$ cat src/hw/rtl/can_bts_pkg.sv
// shared types, constants and field packing for the can bit-timing search
package can_bts_pkg;

   localparam logic [31:0] CLOCK_RATE_RESET = 32'd12000000;
   localparam logic [3:0]  PRESCALER_MAX    = 4'd15;
   localparam logic [4:0]  QUANTA_M1_MAX    = 5'd31;
   localparam logic [4:0]  SEGS_MIN         = 5'd3;
   localparam logic [4:0]  SEGS_MAX         = 5'd17;
   localparam logic [4:0]  DIV_STEP_LAST    = 5'd31;

   // controller to datapath
   typedef struct packed {
      logic load;
      logic div_step;
      logic search_init;
      logic search_step;
      logic finish;
      logic hit;
   } cmd_type;

   // datapath to controller
   typedef struct packed {
      logic rate_zero;
      logic div_last;
      logic match;
      logic search_last;
   } status_type;

   // quanta-1 in 4:0 (bit 5 zero), jump width in 7:6, seg1 in 11:8, seg2 in 14:12
   function automatic logic [14:0] pack_timing(input logic [4:0] quanta_m1,
                                               input logic [4:0] segs);
      logic [4:0] s;
      logic [3:0] seg1;
      logic [3:0] seg2;
      logic [1:0] sjw;
      s    = segs - SEGS_MIN;
      seg1 = {1'b0, s[3:1]};
      seg2 = s[3:0] - seg1;
      sjw  = (seg1 > 4'd3) ? 2'd3 : seg1[1:0];
      return {seg2[2:0], seg1, sjw, 1'b0, quanta_m1};
   endfunction

endpackage

$ cat src/hw/rtl/can_bts_ctrl.sv
// controller state machine for the bit-timing search
module can_bts_ctrl (
   input  logic                   clock,
   input  logic                   reset,
   input  logic                   start,
   output logic                   busy,
   output logic                   rsp_strobe,
   input  can_bts_pkg::status_type status,
   output can_bts_pkg::cmd_type    cmd
);

   localparam logic [1:0] ST_IDLE   = 2'd0;
   localparam logic [1:0] ST_DIV    = 2'd1;
   localparam logic [1:0] ST_INIT   = 2'd2;
   localparam logic [1:0] ST_SEARCH = 2'd3;

   logic [1:0] state_ff;
   logic [1:0] state_in;
   logic       strobe_ff;

   always_comb begin
      state_in = state_ff;
      cmd      = '0;
      case (state_ff)
         ST_IDLE: begin
            if (start) begin
               cmd.load = 1'b1;
               // zero bit rate answers at once without dividing
               if (status.rate_zero) begin
                  cmd.finish = 1'b1;
               end else begin
                  state_in = ST_DIV;
               end
            end
         end
         ST_DIV: begin
            cmd.div_step = 1'b1;
            if (status.div_last) begin
               state_in = ST_INIT;
            end
         end
         ST_INIT: begin
            cmd.search_init = 1'b1;
            state_in        = ST_SEARCH;
         end
         ST_SEARCH: begin
            if (status.match) begin
               cmd.finish = 1'b1;
               cmd.hit    = 1'b1;
               state_in   = ST_IDLE;
            end else if (status.search_last) begin
               cmd.finish = 1'b1;
               state_in   = ST_IDLE;
            end else begin
               cmd.search_step = 1'b1;
            end
         end
         default: begin
            state_in = ST_IDLE;
         end
      endcase
   end

   always_ff @(posedge clock) begin
      if (reset) begin
         state_ff  <= ST_IDLE;
         strobe_ff <= 1'b0;
      end else begin
         state_ff  <= state_in;
         strobe_ff <= cmd.finish;
      end
   end

   assign busy       = (state_ff != ST_IDLE);
   assign rsp_strobe = strobe_ff;

endmodule

$ cat src/hw/rtl/can_bts_dp.sv
// datapath: clock rate register, restoring divider, search counters, result registers
module can_bts_dp (
   input  logic                    clock,
   input  logic                    reset,
   input  logic                    csr_write_en,
   input  logic [31:0]             csr_write_data,
   input  logic [31:0]             req_bit_rate,
   input  can_bts_pkg::cmd_type    cmd,
   output can_bts_pkg::status_type status,
   output logic [3:0]              rsp_prescaler,
   output logic [14:0]             rsp_timing_word,
   output logic                    rsp_found
);

   logic [31:0] clock_rate_ff;
   logic [31:0] divisor_ff;
   logic [31:0] rem_ff;
   logic [31:0] rem_in;
   logic [31:0] quo_ff;
   logic [31:0] quo_in;
   logic [4:0]  div_cnt_ff;
   logic [31:0] cpb_ff;

   logic [3:0]  presc_ff;
   logic [3:0]  presc_in;
   logic [4:0]  quanta_m1_ff;
   logic [4:0]  quanta_m1_in;
   logic [4:0]  segs_ff;
   logic [4:0]  segs_in;
   logic [9:0]  qd_ff;
   logic [9:0]  qd_in;
   logic [13:0] prod_ff;
   logic [13:0] prod_in;

   logic [3:0]  out_presc_ff;
   logic [14:0] out_timing_ff;
   logic        out_found_ff;

   logic [32:0] trial;
   logic [32:0] diff;
   logic        fits;

   // one quotient bit per cycle
   always_comb begin
      trial  = {rem_ff, quo_ff[31]};
      diff   = trial - {1'b0, divisor_ff};
      fits   = (trial >= {1'b0, divisor_ff});
      rem_in = fits ? diff[31:0] : trial[31:0];
      quo_in = {quo_ff[30:0], fits};
   end

   // product segs * quanta * (prescaler + 1) kept up to date by additions
   always_comb begin
      logic [9:0] qd_next;
      logic [4:0] div_p2;
      qd_next      = qd_ff + {5'd0, {1'b0, presc_ff} + 5'd1};
      div_p2       = {1'b0, presc_ff} + 5'd2;
      presc_in     = presc_ff;
      quanta_m1_in = quanta_m1_ff;
      segs_in      = segs_ff;
      qd_in        = qd_ff;
      prod_in      = prod_ff;
      if (segs_ff != can_bts_pkg::SEGS_MAX) begin
         segs_in = segs_ff + 5'd1;
         prod_in = prod_ff + {4'd0, qd_ff};
      end else if (quanta_m1_ff != can_bts_pkg::QUANTA_M1_MAX) begin
         segs_in      = can_bts_pkg::SEGS_MIN;
         quanta_m1_in = quanta_m1_ff + 5'd1;
         qd_in        = qd_next;
         prod_in      = {3'd0, qd_next, 1'b0} + {4'd0, qd_next};
      end else begin
         segs_in      = can_bts_pkg::SEGS_MIN;
         quanta_m1_in = '0;
         presc_in     = presc_ff + 4'd1;
         qd_in        = {5'd0, div_p2};
         prod_in      = {8'd0, div_p2, 1'b0} + {9'd0, div_p2};
      end
   end

   always_ff @(posedge clock) begin
      if (reset) begin
         clock_rate_ff <= can_bts_pkg::CLOCK_RATE_RESET;
      end else if (csr_write_en) begin
         clock_rate_ff <= csr_write_data;
      end
   end

   always_ff @(posedge clock) begin
      if (cmd.load) begin
         divisor_ff <= req_bit_rate;
         rem_ff     <= '0;
         quo_ff     <= clock_rate_ff;
         div_cnt_ff <= '0;
      end else if (cmd.div_step) begin
         rem_ff     <= rem_in;
         quo_ff     <= quo_in;
         div_cnt_ff <= div_cnt_ff + 5'd1;
      end

      if (cmd.search_init) begin
         cpb_ff       <= quo_ff;
         presc_ff     <= '0;
         quanta_m1_ff <= '0;
         segs_ff      <= can_bts_pkg::SEGS_MIN;
         qd_ff        <= 10'd1;
         prod_ff      <= 14'd3;
      end else if (cmd.search_step) begin
         presc_ff     <= presc_in;
         quanta_m1_ff <= quanta_m1_in;
         segs_ff      <= segs_in;
         qd_ff        <= qd_in;
         prod_ff      <= prod_in;
      end

      if (cmd.finish) begin
         if (cmd.hit) begin
            out_presc_ff  <= presc_ff;
            out_timing_ff <= can_bts_pkg::pack_timing(quanta_m1_ff, segs_ff);
            out_found_ff  <= 1'b1;
         end else begin
            out_presc_ff  <= '0;
            out_timing_ff <= '0;
            out_found_ff  <= 1'b0;
         end
      end
   end

   assign status.rate_zero   = (req_bit_rate == 32'd0);
   assign status.div_last    = (div_cnt_ff == can_bts_pkg::DIV_STEP_LAST);
   assign status.match       = (cpb_ff == {18'd0, prod_ff});
   assign status.search_last = (presc_ff == can_bts_pkg::PRESCALER_MAX) &&
                               (quanta_m1_ff == can_bts_pkg::QUANTA_M1_MAX) &&
                               (segs_ff == can_bts_pkg::SEGS_MAX);

   assign rsp_prescaler   = out_presc_ff;
   assign rsp_timing_word = out_timing_ff;
   assign rsp_found       = out_found_ff;

endmodule

$ cat src/hw/rtl/can_bit_timing_search_core.sv
// top level of the can bit-timing search
//
//   channel   ports                                       handshake
//   request   req_bit_rate                                start high while busy low
//   response  rsp_prescaler, rsp_timing_word, rsp_found   rsp_strobe, one cycle
//   config    csr_write_data                              csr_write_en
//
// a zero bit rate answers in the cycle after the transaction is taken
// otherwise the divider works out all 32 quotient bits, a setup state follows, then one
// prescaler/quanta/segments combination is tested per cycle (up to 7680 in all)
// reset clears the controller and loads the clock rate with 12000000
// the receiver cannot stall; busy stays high until the result is strobed
module can_bit_timing_search_core (
   input  logic        clock,
   input  logic        reset,
   input  logic        csr_write_en,
   input  logic [31:0] csr_write_data,
   input  logic        start,
   output logic        busy,
   input  logic [31:0] req_bit_rate,
   output logic        rsp_strobe,
   output logic [3:0]  rsp_prescaler,
   output logic [14:0] rsp_timing_word,
   output logic        rsp_found
);

   can_bts_pkg::cmd_type    cmd;
   can_bts_pkg::status_type status;

   can_bts_ctrl u_ctrl (
      .clock      (clock),
      .reset      (reset),
      .start      (start),
      .busy       (busy),
      .rsp_strobe (rsp_strobe),
      .status     (status),
      .cmd        (cmd)
   );

   can_bts_dp u_dp (
      .clock           (clock),
      .reset           (reset),
      .csr_write_en    (csr_write_en),
      .csr_write_data  (csr_write_data),
      .req_bit_rate    (req_bit_rate),
      .cmd             (cmd),
      .status          (status),
      .rsp_prescaler   (rsp_prescaler),
      .rsp_timing_word (rsp_timing_word),
      .rsp_found       (rsp_found)
   );

endmodule

$ cat config.mk
export PLATFORM = sky130hd
export DESIGN_NAME = can_bit_timing_search_core
export DESIGN_NICKNAME = d
export VERILOG_FILES = /design/src/hw/rtl/can_bts_pkg.sv /design/src/hw/rtl/can_bts_ctrl.sv /design/src/hw/rtl/can_bts_dp.sv /design/src/hw/rtl/can_bit_timing_search_core.sv
export SDC_FILE = /design/constraint.sdc
export NUM_CORES = 1
export LEC_CHECK = 0
export BUFFER_PORTS_ARGS = -buffer_cell sky130_fd_sc_hd__buf_2
export CELL_PAD_IN_SITES_DETAIL_PLACEMENT = 1
export CELL_PAD_IN_SITES_GLOBAL_PLACEMENT = 2
export CORE_MARGIN = 1.5
export CORE_UTILIZATION = 42
export CTS_CLUSTER_SIZE = 24
export DETAILED_ROUTE_END_ITERATION = 7
export GPL_ROUTABILITY_DRIVEN = 1
export PLACE_DENSITY = 0.87
export SLEW_MARGIN = 20
export SYNTH_ARGS = -nofsm -noshare
export SYNTH_HDL_FRONTEND = slang
export SYNTH_SLANG_ARGS = --single-unit
$ cat constraint.sdc
create_clock -name clock -period 6.5 [get_ports clock]
set_input_delay 0.325 -clock clock [delete_from_list [all_inputs] [get_ports clock]]
set_output_delay 0.325 -clock clock [all_outputs]
set_load 0.03 [all_outputs]
==> out/metrics.cfg, run 1 <==
[timing]
tightest_slew_ns = 0.984
skew_ns = 0.0127
clock.fmax_mhz = 253
maxSlewHeadroom = 0.344
fin_crit_sh = 0.607
period_minus_slack_ns = 3.95
tns_ns = 0
drv_slew = 0
rsz0062_at_grt = no
finalSetupViolCount = 0
finalHoldViolCount = 0

[global_route]
grt.total_usage = 0.217
grt_max_degree = 66
antenna_found_initial = 0
grt_pass1_vias = 10300
grt_pass1_wl_um = 53500
grt-ovfl-total = 0

[power]
p_int_mw = 3.61
p_sw_mw = 2.33
total_power_mw = 5.94
ir_worst_vdd_uv = 193
clkPwrFrac = 0.234
seqPwrFrac = 0.369
p_leak_nw = 6.07
comb_power_share = 0.397
p_sw_frac = 0.392
power_density_mw_per_mm2 = 420

[clock_tree]
clockRootBuffer = clkbuf_16
clk_latency_ns = 0.53
cts_sinks = 224
numCtsBuffers = 26
postCtsSetupBuffers = 0
htree_num_levels = 1
cts.path.max_buffers = 3
cts_tree = done
ctsResizeCount = 0
path_clk_slew_ns = 0.06

[detailed_routing]
drt_first_pass_iters = 4
wirelength_um = 32300
vias = 9806
drt_iter0_drc = 397
wl_per_cell_um = 18.0
postRouteAntennaNets = 0
routed_via_density = 5.45
drc = 0

[floorplan]
num_rows = 62
start_util = 0.426
die_width_um = 173
core-area_mm2 = 0.0286
io-pin-count = 90
dieArea_mm2 = 0.0301
die-height_um = 173

[placed_design]
portBuffers = 87
dp_hpwl_um = 22800
gp_congestion = 0.837

[run]
drv_cap = 0

[worst_setup_path]
max_stage_delay_ns = 0.62
cp.buffers_inverters = 2
cp.arrival_ns = 4.37
path_class = flop to flop
r2r_setup_slack_ns = 2.55
r2r_end = u_dp.rem_ff[0]
start_kind = flop
crit_path_end_kind = flop
r2r_cells = 11
cp_data_required_time_ns = 6.93
crit_chain = inv_1, ha_1, nor2b_1, o31a_1, o31ai_1, a31oi_1, nor3b_2, a21o_1, buf_4, nand2_1, a311oi_1
cp_top_family = compound AO/OA/AOI/OAI gates
crit_slowest_cell = nor3b_2
r2r-start = u_dp.divisor_ff[1]
cp_max_fo = 18

[status]
status = finished, final reports clean

[synth]
ys_seq_elements = 224
async_flop_share = 0
yosysUniqueCellTypes = 71
post-synth-top-count-cell = nand2_1
synth_top_cell_by_area = edfxtp_1
synth_ff_type = edfxtp_1
syn_area_mm2 = 0.0122
synth_top_area_frac = 0.281
ys_seq_area_frac = 0.461
netlist_top_cells_area = edfxtp_1, dfxtp_1, ha_1, nand2_1, mux2i_1
synth_area_per_cell_um2 = 9.46
synthCells = 1289
yosysWarnings = 0
synth_common_cells = nand2_1, edfxtp_1, dfxtp_1
synth_edf_count = 114

[finish]
syn_to_final_growth_pct = 16.0
drive_above_1_share = 0.112
antenna-diode-count = 0
fin_nets = 1543

[min_path]
hold_depth = 3
holdPathEnd = u_dp.clock_rate_ff[8]
hp-class = input pin to flop
worstHoldStart = csr_write_data[8]

==> kinds of logic (layout without fill, tap and decap cells) <==
kind of cell,Yosys count,count (layout),synth area share
adder cells (fa/ha/maj),81,81,0.0862
flip-flops,224,224,0.461
XOR/XNOR,70,70,0.0514
AND/OR/NAND/NOR,452,452,0.171
AO/OA/AOI/OAI,276,276,0.147
multiplexers,45,45,0.0369
buffers and inverters,140,264,0.0455
other,1,2,0.000307
==> cell type report <==
type / instances / area, um^2
clock buffers: 34 / 722
clock inverters: 14 / 86.3
fillers: 3250 / 14500
inverters: 81 / 304
multi-input cells: 926 / 6040
flip-flops and latches: 224 / 5630
well taps: 384 / 480
repair buffers: 135 / 883
==> worst max-delay path by stage <==
| stage | cells past startpoint | start | to |
|---|---|---|---|
| after floorplan | 14 | u_dp.presc_ff[0] | u_dp.prod_ff[10] |
| after global placement | 11 | u_dp.divisor_ff[1] | u_dp.rem_ff[0] |
| after detailed placement | 11 | u_dp.divisor_ff[1] | u_dp.rem_ff[0] |
| after CTS | 11 | u_dp.divisor_ff[1] | u_dp.rem_ff[0] |
| after global routing | 11 | u_dp.divisor_ff[1] | u_dp.rem_ff[0] |
| final | 11 | u_dp.divisor_ff[1] | u_dp.rem_ff[0] |
==> power groups by stage <==
stage	sequential [mW]	clock, mW	combinational [mW]
5_1_grt	2.23	1.48	2.65
3_5_place_dp	2.21	0	2.33
2_1_floorplan	2.13	0	1.78
3_3_place_gp	2.20	0	2.26
6_report	2.19	1.39	2.36
4_1_cts	2.19	1.43	2.37
==> placed cells by master (no fill, tap or decap), types with 20 or more instances in the layout <==
cell type and instances:
dlygate4sd3_1 35, clkbuf_16 27, o21ai_0 54, nand3_1 24
mux2i_1 45, nand2_1 193, nor3_1 22, xor2_1 25
nor2_1 99, edfxtp_1 114, ha_1 74, xnor2_1 44
a211oi_1 20, a21oi_1 77, buf_2 87, dfxtp_1 110
inv_1 79
==> stage by stage <==
stage	cell area, um^2	utilization	setup WS, ns	std cells	hold WS [ns]
floorplan	12200	-	3.37	1290	0.424
global placement	13000	0.454	2.89	1715	0.429
CTS	14100	0.494	2.58	1798	0.000268
global route	14100	0.494	2.21	1798	0.0113
finish	14100	0.494	2.55	1798	0.0156
detailed placement	13000	0.454	2.62	1715	0.441
==> worst min-delay path: cells and delay by family <==
family,cells,cell delay (ns)
buffers and inverters,1,0.07
AND/OR/NAND/NOR,1,0.06
multiplexers,1,0.05
==> sequential cells by signal, indices dropped and copies added (netlist names), 10 cells and up <==
register              cells
u_dp.clock_rate_ff       32
u_dp.qd_ff               10
u_dp.prod_ff             14
u_dp.rsp_timing_word     13
u_dp.rem_ff              32
u_dp.quo_ff              32
u_dp.divisor_ff          32
u_dp.cpb_ff              32
==> what timing repair did <==
| item | 4_1_cts | 5_1_grt |
|---|---|---|
| hold buffers | 35 | 0 |
| endpoints found under the hold margin | 35 | 0 |
| setup endpoints to repair | 0 | 0 |
==> per-layer routing <==
metal	vias to the layer above	share of wire	global-route usage
li1	4806	-	-
met1	4801	0.49	0.300
met3	44	0.033	0.0274
met4	0	0.016	0.0482
met5	-	0	0
met2	155	0.46	0.364
No activity file was read; power rests on OpenSTA's default activity.
==> run 2, diff against run 1 <==
--- a/config.mk
+++ b/config.mk
@@ -5,15 +5,16 @@
 export SDC_FILE = /design/constraint.sdc
 export NUM_CORES = 1
 export LEC_CHECK = 0
+export ABC_AREA = 1
 export BUFFER_PORTS_ARGS = -buffer_cell sky130_fd_sc_hd__buf_2
 export CELL_PAD_IN_SITES_DETAIL_PLACEMENT = 1
 export CELL_PAD_IN_SITES_GLOBAL_PLACEMENT = 2
 export CORE_MARGIN = 1.5
-export CORE_UTILIZATION = 42
+export CORE_UTILIZATION = 37
 export CTS_CLUSTER_SIZE = 24
 export DETAILED_ROUTE_END_ITERATION = 7
 export GPL_ROUTABILITY_DRIVEN = 1
-export PLACE_DENSITY = 0.87
+export PLACE_DENSITY = 0.82
 export SLEW_MARGIN = 20
 export SYNTH_ARGS = -nofsm -noshare
 export SYNTH_HDL_FRONTEND = slang
==> constraint.sdc (replaced) <==
create_clock -name clock -period 3.9 [get_ports clock]
set_input_delay 0.195 -clock clock [delete_from_list [all_inputs] [get_ports clock]]
set_output_delay 0.195 -clock clock [all_outputs]
set_load 0.03 [all_outputs]
==> run 2 against run 1 <==
Final area is 5.9% higher. Utilization is 4.8 points lower. Register-to-register slack worse by 2.1 ns. First-iteration DRC count is 15% higher. Die area is 17% higher. Clock skew hardly changed. Critical path type unchanged. Sequential share of layout area is 2.2 points lower. Maximum frequency is 16% higher.
==> out/metrics.cfg, run 2 <==
[status]
status = finished, final reports clean

[synth]
yosysWarnings = 0
ys_seq_elements = 224
synth_area_per_cell_um2 = 8.08
synth_edf_count = 114
synth_common_cells = nand2_1, inv_1, nor2_1
syn_area_mm2 = 0.0126
ys_seq_area_frac = 0.447
yosysUniqueCellTypes = 59
synth_ff_type = edfxtp_1
post-synth-top-count-cell = nand2_1
synthCells = 1558
synth_top_area_frac = 0.272
synth_top_cell_by_area = edfxtp_1
async_flop_share = 0
netlist_top_cells_area = edfxtp_1, dfxtp_1, nand2_1, ha_1, inv_1

[placed_design]
gp_congestion = 0.846
portBuffers = 87
dp_hpwl_um = 26000
place_ws_ns = 0.269

[floorplan]
num_rows = 67
die-height_um = 187
die_width_um = 187
core-area_mm2 = 0.0335
io-pin-count = 90
start_util = 0.375
dieArea_mm2 = 0.0351

[power]
total_power_mw = 8.72
p_sw_frac = 0.370
p_leak_nw = 6.74
ir_worst_vdd_uv = 322
seqPwrFrac = 0.406
p_sw_mw = 3.22
p_int_mw = 5.50
clkPwrFrac = 0.274
comb_power_share = 0.320
power_density_mw_per_mm2 = 582

[global_route]
grt-ovfl-total = 0
grt_max_degree = 50
met2_usage = 0.327
grt.total_usage = 0.203
grt_use_met1 = 0.291
grt_pass1_wl_um = 58100
antenna_found_initial = 0
grt_pass1_vias = 11200
grt.busiest_layer = met2
use_met3 = 0.0244

[worst_setup_path]
crit_path_end_kind = flop
start_kind = flop
cp.arrival_ns = 3.89
path_common_cell = nand2_1
cp_max_fo = 5
cp_data_required_time_ns = 4.38
max_stage_delay_ns = 0.40
crit_slowest_cell = dfxtp_2
path_class = flop to flop
crit_chain = inv_1, ha_1, fa_1, nand3b_1, nand2_1, nand2_1, nor2_1, nand3_1, xor2_2, inv_1, ha_1, nand2_1, inv_1, a221oi_2, nand3_1, nand2_1, nand3_1, a21oi_1

[detailed_routing]
drc = 0
vias = 10800
postRouteAntennaNets = 0
wl_per_cell_um = 16.1
drt_first_pass_iters = 5
routed_via_density = 4.95
drt_iter0_drc = 455
wirelength_um = 35200

[finish]
drive_above_1_share = 0.116
syn_to_final_growth_pct = 19.0
antenna-diode-count = 0
final_common_cell = nand2_1
n_fill_cell = 4090
final_cell_mix = nand2_1, inv_1, nor2_1
regArea_mm2 = 0.00563
fin_nets = 1864
multi_input_area_mm2 = 0.00600

[timing]
maxSlewHeadroom = 0.336
clock.fmax_mhz = 293
setup_ws_ns = 0.485
holdWs_ns = 0.173
finalSetupViolCount = 0
tightest_slew_ns = 0.995
tns_ns = 0
finalHoldViolCount = 0
drv_slew = 0
rsz0062_at_grt = no
fin_crit_sh = 0.876
period_minus_slack_ns = 3.41
skew_ns = 0.0128

[clock_tree]
clk_latency_ns = 0.54
cts.path.max_buffers = 3
path_clk_slew_ns = 0.06
cts_tree = done
clockRootBuffer = clkbuf_16
numCtsBuffers = 26
htree_num_levels = 1
cts_sinks = 224

[min_path]
hp-class = input pin to flop

[run]
drv_cap = 0

## run 2: worst max-delay path: cells and delay by family, from the launching register on
family                     cells  cell delay (ns)
xor gates and xnor gates       1             0.20
buffers and inverters          3             0.28
DFF                            1             0.40
AOI/OAI and AO/OA              2             0.40
adders and majority gates      3             0.96
and+or+nand+nor                9             1.11
## run 2: path summary, 6_finish.rpt
path	start	end	slack, ns	depth (start not counted)
worst min-delay path	csr_write_en	u_dp.clock_rate_ff[16]	0.17	3
worst max register to register	u_dp.presc_ff[0]	u_dp.prod_ff[10]	0.49	18
worst max-delay path	u_dp.presc_ff[0]	u_dp.prod_ff[10]	0.49	18
worst min register to register	u_dp.quo_ff[15]	u_dp.cpb_ff[15]	0.45	0
## run 2: what timing repair did
action                     4_1_cts  5_1_grt
setup endpoints to repair        0        1
gates resized for setup          0        4
setup buffers                    0        0
hold endpoints to repair        64        0
hold buffers                    64        0
## run 2: logic make-up after synthesis
| family | synth area share |
|---|---|
| and+or+nand+nor | 0.236 |
| AOI/OAI and AO/OA | 0.121 |
| buffers and inverters | 0.0787 |
| DFF | 0.447 |
| adders and majority gates | 0.0835 |
| xor gates and xnor gates | 0.0327 |
| other | 0.000298 |
| muxes | 0.000796 |
## run 2: layer usage
layer	up-vias	part of all wire	wire, um
li1	5454	-	-
met1	5156	0.51	17900
met2	154	0.44	15500
met3	37	0.033	1170
met4	0	0.018	631
met5	-	0	0
## run 2: layout make-up
cell class | count | area share
clock buffers | 30 | 0.0465
clock inverters | 18 | 0.00952
inverters | 205 | 0.0515
multi-input cells | 1093 | 0.400
flip-flops and latches | 224 | 0.376
well taps | 448 | 0.0374
repair buffers | 165 | 0.0789
## run 2: through the flow
step | util | std cells | cell area [um^2]
floorplan | - | 1559 | 12600
global placement | 0.402 | 2071 | 13500
detailed placement | 0.402 | 2071 | 13500
CTS | 0.446 | 2183 | 15000
global route | 0.447 | 2183 | 15000
finish | 0.447 | 2183 | 15000
## run 2: power groups by stage
stage	registers, mW	clock network [mW]	logic (mW)
floorplan	3.47	0	2.04
global placement	3.56	0	2.68
detailed placement	3.58	0	2.75
CTS	3.55	2.46	2.82
global route	3.61	2.54	3.20
finish	3.54	2.39	2.79
